<file path="config.mk">
export PLATFORM = sky130hd
export DESIGN_NAME = hk3_level
export DESIGN_NICKNAME = d
export VERILOG_FILES = /design/src/hdl/hk3_pkg.sv /design/src/hdl/hk3_level.sv
export SDC_FILE = /design/constraint.sdc
export NUM_CORES = 1
export LEC_CHECK = 0
export BUFFER_PORTS_ARGS = -buffer_cell sky130_fd_sc_hd__buf_2
export CAP_MARGIN = 20
export CORE_MARGIN = 2
export CORE_UTILIZATION = 56
export CTS_CLUSTER_SIZE = 12
export DETAILED_ROUTE_END_ITERATION = 16
export PLACE_DENSITY = 0.85
export SYNTH_ARGS = -nofsm -noshare
export SYNTH_HDL_FRONTEND = slang
export SYNTH_SLANG_ARGS = --single-unit
</file>
<file path="constraint.sdc">
create_clock -name clk -period 5 [get_ports clk]
set_input_delay 1 -clock clk [delete_from_list [all_inputs] [get_ports clk]]
set_output_delay 1 -clock clk [all_outputs]
set_load 0.01 [all_outputs]
</file>
<file path="src/hdl/hk3_pkg.sv">
// Shared types and constant tables for the 3-D Hilbert key pipeline.
// No dependencies; used by hk3_level and hilbert_key_3d_unit.
package hk3_pkg;

  localparam int COORD_W    = 20;
  localparam int KEY_W      = 60;
  localparam int NUM_STATES = 48;
  localparam int ORIENT_W   = 6;

  // Payload carried from one level stage to the next.
  typedef struct packed {
    logic [COORD_W-1:0]  x;
    logic [COORD_W-1:0]  y;
    logic [COORD_W-1:0]  z;
    logic [ORIENT_W-1:0] orient;
    logic [KEY_W-1:0]    key;
  } hk3_stage_t;

  localparam logic [ORIENT_W-1:0] STATE_AFTER [NUM_STATES][8] = '{
    '{6'd36, 6'd28, 6'd25, 6'd27, 6'd10, 6'd10, 6'd25, 6'd27},
    '{6'd29, 6'd11, 6'd24, 6'd24, 6'd37, 6'd11, 6'd26, 6'd26},
    '{6'd8,  6'd8,  6'd25, 6'd27, 6'd30, 6'd38, 6'd25, 6'd27},
    '{6'd9,  6'd39, 6'd24, 6'd24, 6'd9,  6'd31, 6'd26, 6'd26},
    '{6'd40, 6'd24, 6'd44, 6'd32, 6'd40, 6'd6,  6'd44, 6'd6},
    '{6'd25, 6'd7,  6'd33, 6'd7,  6'd41, 6'd41, 6'd45, 6'd45},
    '{6'd4,  6'd42, 6'd4,  6'd46, 6'd26, 6'd42, 6'd34, 6'd46},
    '{6'd43, 6'd43, 6'd47, 6'd47, 6'd5,  6'd27, 6'd5,  6'd35},
    '{6'd33, 6'd35, 6'd36, 6'd28, 6'd33, 6'd35, 6'd2,  6'd2},
    '{6'd32, 6'd32, 6'd29, 6'd3,  6'd34, 6'd34, 6'd37, 6'd3},
    '{6'd33, 6'd35, 6'd0,  6'd0,  6'd33, 6'd35, 6'd30, 6'd38},
    '{6'd32, 6'd32, 6'd1,  6'd39, 6'd34, 6'd34, 6'd1,  6'd31},
    '{6'd24, 6'd42, 6'd32, 6'd46, 6'd14, 6'd42, 6'd14, 6'd46},
    '{6'd43, 6'd43, 6'd47, 6'd47, 6'd25, 6'd15, 6'd33, 6'd15},
    '{6'd40, 6'd12, 6'd44, 6'd12, 6'd40, 6'd26, 6'd44, 6'd34},
    '{6'd13, 6'd27, 6'd13, 6'd35, 6'd41, 6'd41, 6'd45, 6'd45},
    '{6'd28, 6'd41, 6'd28, 6'd22, 6'd38, 6'd43, 6'd38, 6'd22},
    '{6'd42, 6'd40, 6'd23, 6'd23, 6'd29, 6'd39, 6'd29, 6'd39},
    '{6'd41, 6'd36, 6'd20, 6'd36, 6'd43, 6'd30, 6'd20, 6'd30},
    '{6'd37, 6'd31, 6'd37, 6'd31, 6'd42, 6'd40, 6'd21, 6'd21},
    '{6'd28, 6'd18, 6'd28, 6'd45, 6'd38, 6'd18, 6'd38, 6'd47},
    '{6'd19, 6'd19, 6'd46, 6'd44, 6'd29, 6'd39, 6'd29, 6'd39},
    '{6'd16, 6'd36, 6'd45, 6'd36, 6'd16, 6'd30, 6'd47, 6'd30},
    '{6'd37, 6'd31, 6'd37, 6'd31, 6'd17, 6'd17, 6'd46, 6'd44},
    '{6'd12, 6'd4,  6'd1,  6'd3,  6'd34, 6'd34, 6'd1,  6'd3},
    '{6'd5,  6'd35, 6'd0,  6'd0,  6'd13, 6'd35, 6'd2,  6'd2},
    '{6'd32, 6'd32, 6'd1,  6'd3,  6'd6,  6'd14, 6'd1,  6'd3},
    '{6'd33, 6'd15, 6'd0,  6'd0,  6'd33, 6'd7,  6'd2,  6'd2},
    '{6'd16, 6'd0,  6'd20, 6'd8,  6'd16, 6'd30, 6'd20, 6'd30},
    '{6'd1,  6'd31, 6'd9,  6'd31, 6'd17, 6'd17, 6'd21, 6'd21},
    '{6'd28, 6'd18, 6'd28, 6'd22, 6'd2,  6'd18, 6'd10, 6'd22},
    '{6'd19, 6'd19, 6'd23, 6'd23, 6'd29, 6'd3,  6'd29, 6'd11},
    '{6'd9,  6'd11, 6'd12, 6'd4,  6'd9,  6'd11, 6'd26, 6'd26},
    '{6'd8,  6'd8,  6'd5,  6'd27, 6'd10, 6'd10, 6'd13, 6'd27},
    '{6'd9,  6'd11, 6'd24, 6'd24, 6'd9,  6'd11, 6'd6,  6'd14},
    '{6'd8,  6'd8,  6'd25, 6'd15, 6'd10, 6'd10, 6'd25, 6'd7},
    '{6'd0,  6'd18, 6'd8,  6'd22, 6'd38, 6'd18, 6'd38, 6'd22},
    '{6'd19, 6'd19, 6'd23, 6'd23, 6'd1,  6'd39, 6'd9,  6'd39},
    '{6'd16, 6'd36, 6'd20, 6'd36, 6'd16, 6'd2,  6'd20, 6'd10},
    '{6'd37, 6'd3,  6'd37, 6'd11, 6'd17, 6'd17, 6'd21, 6'd21},
    '{6'd4,  6'd17, 6'd4,  6'd46, 6'd14, 6'd19, 6'd14, 6'd46},
    '{6'd18, 6'd16, 6'd47, 6'd47, 6'd5,  6'd15, 6'd5,  6'd15},
    '{6'd17, 6'd12, 6'd44, 6'd12, 6'd19, 6'd6,  6'd44, 6'd6},
    '{6'd13, 6'd7,  6'd13, 6'd7,  6'd18, 6'd16, 6'd45, 6'd45},
    '{6'd4,  6'd42, 6'd4,  6'd21, 6'd14, 6'd42, 6'd14, 6'd23},
    '{6'd43, 6'd43, 6'd22, 6'd20, 6'd5,  6'd15, 6'd5,  6'd15},
    '{6'd40, 6'd12, 6'd21, 6'd12, 6'd40, 6'd6,  6'd23, 6'd6},
    '{6'd13, 6'd7,  6'd13, 6'd7,  6'd41, 6'd41, 6'd22, 6'd20}
  };

  localparam logic [2:0] DIGIT_OF [NUM_STATES][8] = '{
    '{3'd0, 3'd7, 3'd1, 3'd6, 3'd3, 3'd4, 3'd2, 3'd5},
    '{3'd7, 3'd4, 3'd6, 3'd5, 3'd0, 3'd3, 3'd1, 3'd2},
    '{3'd4, 3'd3, 3'd5, 3'd2, 3'd7, 3'd0, 3'd6, 3'd1},
    '{3'd3, 3'd0, 3'd2, 3'd1, 3'd4, 3'd7, 3'd5, 3'd6},
    '{3'd1, 3'd0, 3'd6, 3'd7, 3'd2, 3'd3, 3'd5, 3'd4},
    '{3'd0, 3'd3, 3'd7, 3'd4, 3'd1, 3'd2, 3'd6, 3'd5},
    '{3'd3, 3'd2, 3'd4, 3'd5, 3'd0, 3'd1, 3'd7, 3'd6},
    '{3'd2, 3'd1, 3'd5, 3'd6, 3'd3, 3'd0, 3'd4, 3'd7},
    '{3'd6, 3'd1, 3'd7, 3'd0, 3'd5, 3'd2, 3'd4, 3'd3},
    '{3'd1, 3'd2, 3'd0, 3'd3, 3'd6, 3'd5, 3'd7, 3'd4},
    '{3'd2, 3'd5, 3'd3, 3'd4, 3'd1, 3'd6, 3'd0, 3'd7},
    '{3'd5, 3'd6, 3'd4, 3'd7, 3'd2, 3'd1, 3'd3, 3'd0},
    '{3'd7, 3'd6, 3'd0, 3'd1, 3'd4, 3'd5, 3'd3, 3'd2},
    '{3'd6, 3'd5, 3'd1, 3'd2, 3'd7, 3'd4, 3'd0, 3'd3},
    '{3'd5, 3'd4, 3'd2, 3'd3, 3'd6, 3'd7, 3'd1, 3'd0},
    '{3'd4, 3'd7, 3'd3, 3'd0, 3'd5, 3'd6, 3'd2, 3'd1},
    '{3'd6, 3'd7, 3'd5, 3'd4, 3'd1, 3'd0, 3'd2, 3'd3},
    '{3'd7, 3'd0, 3'd4, 3'd3, 3'd6, 3'd1, 3'd5, 3'd2},
    '{3'd0, 3'd1, 3'd3, 3'd2, 3'd7, 3'd6, 3'd4, 3'd5},
    '{3'd1, 3'd6, 3'd2, 3'd5, 3'd0, 3'd7, 3'd3, 3'd4},
    '{3'd2, 3'd3, 3'd1, 3'd0, 3'd5, 3'd4, 3'd6, 3'd7},
    '{3'd3, 3'd4, 3'd0, 3'd7, 3'd2, 3'd5, 3'd1, 3'd6},
    '{3'd4, 3'd5, 3'd7, 3'd6, 3'd3, 3'd2, 3'd0, 3'd1},
    '{3'd5, 3'd2, 3'd6, 3'd1, 3'd4, 3'd3, 3'd7, 3'd0},
    '{3'd7, 3'd0, 3'd6, 3'd1, 3'd4, 3'd3, 3'd5, 3'd2},
    '{3'd0, 3'd3, 3'd1, 3'd2, 3'd7, 3'd4, 3'd6, 3'd5},
    '{3'd3, 3'd4, 3'd2, 3'd5, 3'd0, 3'd7, 3'd1, 3'd6},
    '{3'd4, 3'd7, 3'd5, 3'd6, 3'd3, 3'd0, 3'd2, 3'd1},
    '{3'd6, 3'd7, 3'd1, 3'd0, 3'd5, 3'd4, 3'd2, 3'd3},
    '{3'd7, 3'd4, 3'd0, 3'd3, 3'd6, 3'd5, 3'd1, 3'd2},
    '{3'd4, 3'd5, 3'd3, 3'd2, 3'd7, 3'd6, 3'd0, 3'd1},
    '{3'd5, 3'd6, 3'd2, 3'd1, 3'd4, 3'd7, 3'd3, 3'd0},
    '{3'd1, 3'd6, 3'd0, 3'd7, 3'd2, 3'd5, 3'd3, 3'd4},
    '{3'd6, 3'd5, 3'd7, 3'd4, 3'd1, 3'd2, 3'd0, 3'd3},
    '{3'd5, 3'd2, 3'd4, 3'd3, 3'd6, 3'd1, 3'd7, 3'd0},
    '{3'd2, 3'd1, 3'd3, 3'd0, 3'd5, 3'd6, 3'd4, 3'd7},
    '{3'd0, 3'd1, 3'd7, 3'd6, 3'd3, 3'd2, 3'd4, 3'd5},
    '{3'd1, 3'd2, 3'd6, 3'd5, 3'd0, 3'd3, 3'd7, 3'd4},
    '{3'd2, 3'd3, 3'd5, 3'd4, 3'd1, 3'd0, 3'd6, 3'd7},
    '{3'd3, 3'd0, 3'd4, 3'd7, 3'd2, 3'd1, 3'd5, 3'd6},
    '{3'd1, 3'd0, 3'd2, 3'd3, 3'd6, 3'd7, 3'd5, 3'd4},
    '{3'd0, 3'd7, 3'd3, 3'd4, 3'd1, 3'd6, 3'd2, 3'd5},
    '{3'd7, 3'd6, 3'd4, 3'd5, 3'd0, 3'd1, 3'd3, 3'd2},
    '{3'd6, 3'd1, 3'd5, 3'd2, 3'd7, 3'd0, 3'd4, 3'd3},
    '{3'd5, 3'd4, 3'd6, 3'd7, 3'd2, 3'd3, 3'd1, 3'd0},
    '{3'd4, 3'd3, 3'd7, 3'd0, 3'd5, 3'd2, 3'd6, 3'd1},
    '{3'd3, 3'd2, 3'd0, 3'd1, 3'd4, 3'd5, 3'd7, 3'd6},
    '{3'd2, 3'd5, 3'd1, 3'd6, 3'd3, 3'd4, 3'd0, 3'd7}
  };

  // An orientation outside the table is treated as orientation zero.
  function automatic logic [ORIENT_W-1:0] next_orient(logic [ORIENT_W-1:0] orient,
                                                      logic [2:0] oct);
    if (orient < ORIENT_W'(NUM_STATES)) begin
      return STATE_AFTER[orient][oct];
    end else begin
      return STATE_AFTER[0][oct];
    end
  endfunction

  function automatic logic [2:0] digit(logic [ORIENT_W-1:0] orient, logic [2:0] oct);
    if (orient < ORIENT_W'(NUM_STATES)) begin
      return DIGIT_OF[orient][oct];
    end else begin
      return DIGIT_OF[0][oct];
    end
  endfunction

endpackage

</file>
<file path="src/hdl/hk3_level.sv">
// One level of the Hilbert key pipeline: table step plus its stage register.
// Depends on hk3_pkg.
module hk3_level #(
  parameter int LEVEL = 0
) (
  input  logic              clk,
  input  logic              rst,
  input  logic              en,
  input  logic              up_valid,
  input  hk3_pkg::hk3_stage_t up,
  output logic              dn_valid,
  output hk3_pkg::hk3_stage_t dn
);

  logic [2:0]          oct;
  hk3_pkg::hk3_stage_t dn_next;

  // A level at or above the coordinate width reads its coordinate bits as zero.
  generate
    if (LEVEL < hk3_pkg::COORD_W) begin : g_bit
      assign oct = {up.x[LEVEL], up.y[LEVEL], up.z[LEVEL]};
    end else begin : g_zero
      assign oct = 3'd0;
    end
  endgenerate

  always_comb begin
    dn_next        = up;
    dn_next.orient = hk3_pkg::next_orient(up.orient, oct);
    dn_next.key    = {up.key[hk3_pkg::KEY_W-4:0], hk3_pkg::digit(up.orient, oct)};
  end

  always_ff @(posedge clk) begin
    if (rst) begin
      dn_valid <= 1'b0;
    end else if (en) begin
      dn_valid <= up_valid;
    end
  end

  always_ff @(posedge clk) begin
    if (en) begin
      dn <= dn_next;
    end
  end

  a_orient_range: assert property (@(posedge clk) disable iff (rst)
    dn_valid |-> (dn.orient < hk3_pkg::ORIENT_W'(hk3_pkg::NUM_STATES)))
    else $error("stage orientation outside table");

  a_hold: assert property (@(posedge clk) disable iff (rst)
    !en |=> $stable(dn_valid) && (!dn_valid || $stable(dn)))
    else $error("stage changed while held");

  a_advance: assert property (@(posedge clk) disable iff (rst)
    en |=> dn_valid == $past(up_valid))
    else $error("stage valid did not follow upstream");

endmodule
</file>
==> results of run 1 <==
power groups by stage:
stage,Sequential (mW),Combinational (mW),Clock [mW]
6_report,1.30,0.633,1.19
5_1_grt,1.31,0.663,1.23
4_1_cts,1.30,0.602,1.17
3_5_place_dp,1.32,0.596,0
3_3_place_gp,1.31,0.588,0
2_1_floorplan,1.37,0.295,0
routing by layer:
metal  share of wire  up-vias
li1                -     3352
met1            0.34     3720
met2            0.45      842
met3            0.15      193
met4           0.060        0
met5               0        -
flip-flops by register name, indices dropped and copies added, names as in the netlist:
register,cells
dn_valid,1
dn,126
worst min-delay path, stage by stage (launching register included):
cell and delay [ps]:
dfxtp_1 330, mux2i_1 70, nor2_1 80
stage by stage:
step	setup WS, ps	cell area [um2]	instances	hold WS (ps)	total power, mW
6_report	1460	9560	1166	521	3.12
5_1_grt	1280	9560	1166	543	3.19
2_1_floorplan	1730	7740	753	528	1.66
3_3_place_gp	1250	8980	1128	469	1.90
4_1_cts	1620	9550	1160	521	3.07
3_5_place_dp	1220	8980	1128	506	1.91
Yosys cell counts (13+ instances only):
cell      number  area (um2)
a21oi_1       54         270
a31oi_1       13        81.3
nand2_1       59         221
ha_1          21         263
nand3_1       27         135
o21ai_0       51         255
a211oi_1      16         120
buf_2         36         180
clkbuf_1      18        67.6
nand2b_1      25         156
nor2b_1       15        93.8
o211ai_1      19         143
nor2_1        54         203
edfxtp_1     126        3780
layout make-up:
class                   instances  share of cell area
flip-flops and latches        127               0.398
multi-input cells             537               0.363
repair buffers                273               0.150
clock buffers                  17              0.0445
well taps                     176              0.0230
clock inverters                15              0.0147
inverters                      15             0.00589
diodes                          6             0.00157
worst paths after layout:
check,end,slack (ps),startpoint
worst max-delay path,dn[61],1460,up[61]
worst min-delay path,dn_valid,520,dn_valid
worst max register to register,dn_valid,4390,dn_valid
worst min register to register,dn_valid,520,dn_valid
cell usage in the layout, fill, tap and decap left out, drive strengths merged, types with 4 or more instances in the layout:
master,Yosys,final
a211oi,18,18
a21boi,4,4
a21oi,54,54
a221o,4,4
a221oi,7,7
a22oi,5,5
a311oi,12,12
a31oi,13,13
a32oi,4,4
a41oi,5,5
buf,56,273
clkbuf,18,17
clkinv,2,5
diode,0,6
edfxtp,126,126
ha,21,21
inv,13,22
mux2,6,6
mux2i,9,9
nand2,59,59
nand2b,26,26
nand3,27,27
nand3b,5,5
nand4,6,6
nor2,55,55
nor2b,17,17
nor3,13,13
nor4,5,5
o2111ai,4,4
o211ai,19,19
o21ai,52,52
o221ai,5,5
o22ai,9,9
o311a,6,6
o311ai,7,7
o31ai,8,8
or2,6,6
xnor2,6,6
kinds of logic after synthesis:
family | count (synthesis) | synth area share
AO/OA/AOI/OAI | 259 | 0.230
adder cells (fa/ha/maj) | 21 | 0.0339
multiplexers | 15 | 0.0208
buffers and inverters | 89 | 0.0611
flip-flops | 127 | 0.491
AND/OR/NAND/NOR | 235 | 0.154
XOR/XNOR | 7 | 0.00985
==> impl_metrics.tcl, run 1 <==
set metrics [dict create \
    clockRootBuffer "clkbuf_16" \
    critPathSlowestCell "ha_1" \
    power.internal_mw 2.15 \
    grt_pass1_vias 6924 \
    drtAntennaViolNets 0 \
    cts_post_setup_buffers_inserted 0 \
    dp_hpwl_um 20100 \
    fp.dieArea_um2 14800 \
    critPathRequiredTime_ps 5220 \
    grt.overflow.total 0 \
    max-vdd-ir-drop_v 0.000246 \
    slowest_delay_ps 480 \
    grtUsageMet1 0.492 \
    slew_viol_final 0 \
    multi_input_area_um2 3470 \
    cp_cell_sequence "buf_2 > buf_4 > ha_1 > nor2b_4 > a21oi_1 > a311oi_1 > a2111oi_0 > a2111o_1 > a41oi_1" \
    use_met3 0.117 \
    synth_cell_types 82 \
    start_kind "input pin" \
    grt_setup_unrepaired "false" \
    core_area_um2 13400 \
    tightestPinTransition_ps 975 \
    synth_area_um2 7740 \
    pwr-share-comb 0.203 \
    yosysWarnings 0 \
    fill_cells 951 \
    path_buf_inv 2 \
    yosysSeqAreaShare 0.491 \
    critPathCaptureType "flip-flop" \
    maxSlewHeadroom 0.349 \
    status "finished clean" \
    seq_area_um2 3800 \
    use_met2 0.595 \
    io_pins 257 \
    leakage_nw 3.84 \
    arrival_ps 3760 \
    drive_gt1_frac 0.334 \
    cts_tree "yes" \
    track_usage 0.381 \
    synthArstFlopShare 0 \
    grt_pass1_wl_um 41500 \
    period_share 0.709 \
    dr.first_iter.drc_count 1652 \
    hold_depth 2 \
    final_core_util 0.714 \
    max_freq_ghz 0.282 \
    synth_area_per_cell_um2 10.3 \
    clockPowerShare 0.380 \
    die_w_um 122 \
    synth_edf_count 126 \
    pwr-share-seq 0.417 \
    routed_via_density 6.95 \
    worstHoldPathType "reg -> reg" \
    antenna_found_initial 6 \
    wl_per_cell_um 25.9 \
    final_hold_viol_count 0 \
    fin_crit_ps 3540 \
    wirelength_um 30100 \
    cts_buffers 17 \
    row_count 42 \
    nets 1122 \
    grt_max_degree 71 \
    crit_cells 9 \
    fin_tns_setup_ps 0 \
    drtPass1Iterations 11 \
    crit_family "compound AO/OA/AOI/OAI gates" \
    die_h_um 122 \
    ctsHoldBuffers 0 \
    power_density_nw_per_um2 326 \
    port_buffers 253 \
    grt_busiest_layer "met2" \
    initial_utilization 0.578 \
    cts_max_level 4 \
    switchingPower_mw 0.965 \
    vias 8107 \
    syn_inst 753 \
    gp_congestion 1.13 \
    cts.sinks 127 \
    post_cts_resized 0 \
    critical_path_class "in -> reg" \
    synth_top_flop_cell "edfxtp_1" \
    reg2reg_depth 2 \
    drc 0 \
    syn-num-nets 904 \
    setup_viol 0 \
    p_sw_frac 0.310 \
    drv_cap 0 \
    clk_latency_ps 430 \
    clk_pin_slew_worst_paths_ps 70 \
    ys_seq_elements 127 \
    finalClockSkew_ps 0 \
    area_delta_synth_final_pct 23.5 \
    path_max_fanout 28 \
    clockBufferDepth 2 \
]
Power figures use the tool's default switching activity.
==> run 2, diff against run 1 <==
--- a/config.mk
+++ b/config.mk
@@ -5,13 +5,14 @@
 export SDC_FILE = /design/constraint.sdc
 export NUM_CORES = 1
 export LEC_CHECK = 0
+export ABC_AREA = 1
 export BUFFER_PORTS_ARGS = -buffer_cell sky130_fd_sc_hd__buf_2
 export CAP_MARGIN = 20
 export CORE_MARGIN = 2
-export CORE_UTILIZATION = 56
+export CORE_UTILIZATION = 51
 export CTS_CLUSTER_SIZE = 12
 export DETAILED_ROUTE_END_ITERATION = 16
-export PLACE_DENSITY = 0.85
+export PLACE_DENSITY = 0.79
 export SYNTH_ARGS = -nofsm -noshare
 export SYNTH_HDL_FRONTEND = slang
 export SYNTH_SLANG_ARGS = --single-unit
==> constraint.sdc (replaced) <==
create_clock -name clk -period 3.3 [get_ports clk]
set_input_delay 0.66 -clock clk [delete_from_list [all_inputs] [get_ports clk]]
set_output_delay 0.66 -clock clk [all_outputs]
set_load 0.01 [all_outputs]
==> impl_metrics.tcl, run 2 <==
set metrics [dict create \
    status "finished clean" \
    track_usage 0.375 \
    final_area_um2 9290 \
    routed_via_density 5.88 \
    grt_max_degree 69 \
    seq_area_um2 3800 \
    largest_reg_flops 126 \
    dpl-instance-area_um2 8730 \
    synthArstFlopShare 0 \
    drive_gt1_frac 0.292 \
    final_hold_viol_count 0 \
    die_w_um 123 \
    drc 0 \
    most-common-layout-cells "nand2_1, buf_2, edfxtp_1, nand3_1, nor2_1" \
    path_max_fanout 18 \
    grt.overflow.total 0 \
    yosysMostFrequentCell "nand2_1" \
    vias 7703 \
    synth.area.top_cells "edfxtp_1, nand2_1, nand3_1" \
    grt_pass1_wl_um 41200 \
    tightestPinTransition_ps 833 \
    area_delta_synth_final_pct 27.7 \
    drtAntennaViolNets 0 \
    dp_hpwl_um 21200 \
    fin_tns_setup_ps 0 \
    wl_per_cell_um 22.1 \
    grt_setup_unrepaired "false" \
    clk_latency_ps 410 \
    io_pins 257 \
    multi_input_area_um2 2980 \
    reg.largest.list "dn: 126 flops, dn_valid: 1 flops" \
    nets 1269 \
    ctsHoldBuffers 0 \
    synth_edf_count 126 \
    core_area_um2 13900 \
    synth_cell_types 30 \
    period_share 0.749 \
    yosysSeqAreaShare 0.523 \
    initial_utilization 0.524 \
    clk_pin_slew_worst_paths_ps 60 \
    row_count 43 \
    max_freq_ghz 0.404 \
    synth_area_um2 7270 \
    cts.sinks 127 \
    arrival_ps 2640 \
    fp.dieArea_um2 15200 \
    cts_tree "yes" \
    gp_congestion 1.01 \
    synth_area_per_cell_um2 8.44 \
    worstHoldPathType "in -> reg" \
    power_density_nw_per_um2 503 \
    synth_top_flop_cell "edfxtp_1" \
    yosysWarnings 0 \
    top_register "dn" \
    slew_viol_final 0 \
    setup_viol 0 \
    leakage_nw 4.52 \
    drv_cap 0 \
    critPathRequiredTime_ps 3460 \
    ys_seq_elements 127 \
    synth_top_cell_by_area "edfxtp_1" \
    layout_commonest_cell "nand2_1" \
    syn-num-nets 1013 \
    antenna_found_initial 5 \
    post_cts_resized 0 \
    clockBufferDepth 2 \
    grt_pass1_vias 7014 \
    clockRootBuffer "clkbuf_16" \
    wirelength_um 29000 \
    die_h_um 123 \
    critPathCaptureType "flip-flop" \
    synthTopCellsByCount "nand2_1, edfxtp_1, nand3_1" \
    critical_path_class "in -> reg" \
    fin_crit_ps 2470 \
    finalClockSkew_ps 0 \
    dr.first_iter.drc_count 921 \
    syn_inst 862 \
    max-vdd-ir-drop_v 0.000358 \
    synth_top_area_frac 0.520 \
    drtPass1Iterations 6 \
    cts_buffers 17 \
    cts_max_level 4 \
    fill_cells 1150 \
    port_buffers 253 \
    start_kind "input pin" \
    cts_post_setup_buffers_inserted 0 \
    maxSlewHeadroom 0.443 \
]
-- run 2: changes by cell type in the layout (fill, tap and decap cells not counted), sizes merged, moves of 10 or more --
cell    previous run  this run
inv               22        59
nand2b            26         0
nand3             27       125
nor2b             17         0
o211ai            19         9
nand2             59       302
a211oi            18         0
nor3              13         2
buf              273       284
a311oi            12         0
-- run 2: cells by family (layout without fill, tap and decap cells) --
group / Yosys count / after routing / share of synthesized area
AO/OA/AOI/OAI: 111 / 111 / 0.0815
AND/OR/NAND/NOR: 500 / 500 / 0.288
flip-flops: 127 / 127 / 0.523
XOR/XNOR: 2 / 2 / 0.00241
other: 0 / 1 / 0
adder cells (fa/ha/maj): 21 / 21 / 0.0361
multiplexers: 1 / 1 / 0.00138
buffers and inverters: 100 / 368 / 0.0671
-- run 2: worst paths after layout --
| check | from | to | slack, ps | cells past startpoint |
|---|---|---|---|---|
| worst max-delay path | up[62] | dn[1] | 830 | 14 |
| worst min-delay path | rst | dn_valid | 400 | 2 |
| worst max register to register | dn_valid | dn_valid | 2680 | 2 |
| worst min register to register | dn_valid | dn_valid | 550 | 2 |
-- run 2: worst max-delay path: stages --
cell and delay [ps]:
buf_2 210, inv_4 240, nand2_2 200, nand2_1 160, inv_1 80, ha_1 180
o21ai_0 300, nand3_1 150, nand3_1 100, nand2_1 60, nand2_1 50, nand2_1 50
nor2_1 110, a21oi_1 70
-- run 2: cell type report --
cell class                 count  area share
clock buffer                  17      0.0458
multi-input combinational    635       0.321
tap                          180      0.0242
clock inverter                14      0.0144
inverter                      53      0.0220
antenna                        1    0.000269
timing repair buffer         284       0.163
sequential                   127       0.409
-- run 2: report_power, final --
| part | internal, mW | switching [mW] |
|---|---|---|
| registers | 1.93 | 0.0418 |
| logic | 0.310 | 0.612 |
| clock network | 1.04 | 0.737 |
-- run 2: per-stage QoR --
step / setup WS (ps) / instances / power, mW / utilization / hold WS [ps]
finish: 827 / 1311 / 4.67 / 0.669 / 404
global route: 678 / 1310 / 4.84 / 0.669 / 394
CTS: 950 / 1310 / 4.66 / 0.669 / 388
detailed placement: 587 / 1279 / 2.88 / 0.629 / 525
global placement: 592 / 1279 / 2.86 / 0.629 / 472
floorplan: 805 / 862 / 2.47 / - / 528
-- run 2: metal layers --
metal,vias up,track usage,part of all wire
met5,-,0,0.0019
met3,107,0.139,0.15
met2,641,0.575,0.46
li1,3453,-,-
met4,8,0.161,0.044
met1,3494,0.477,0.35
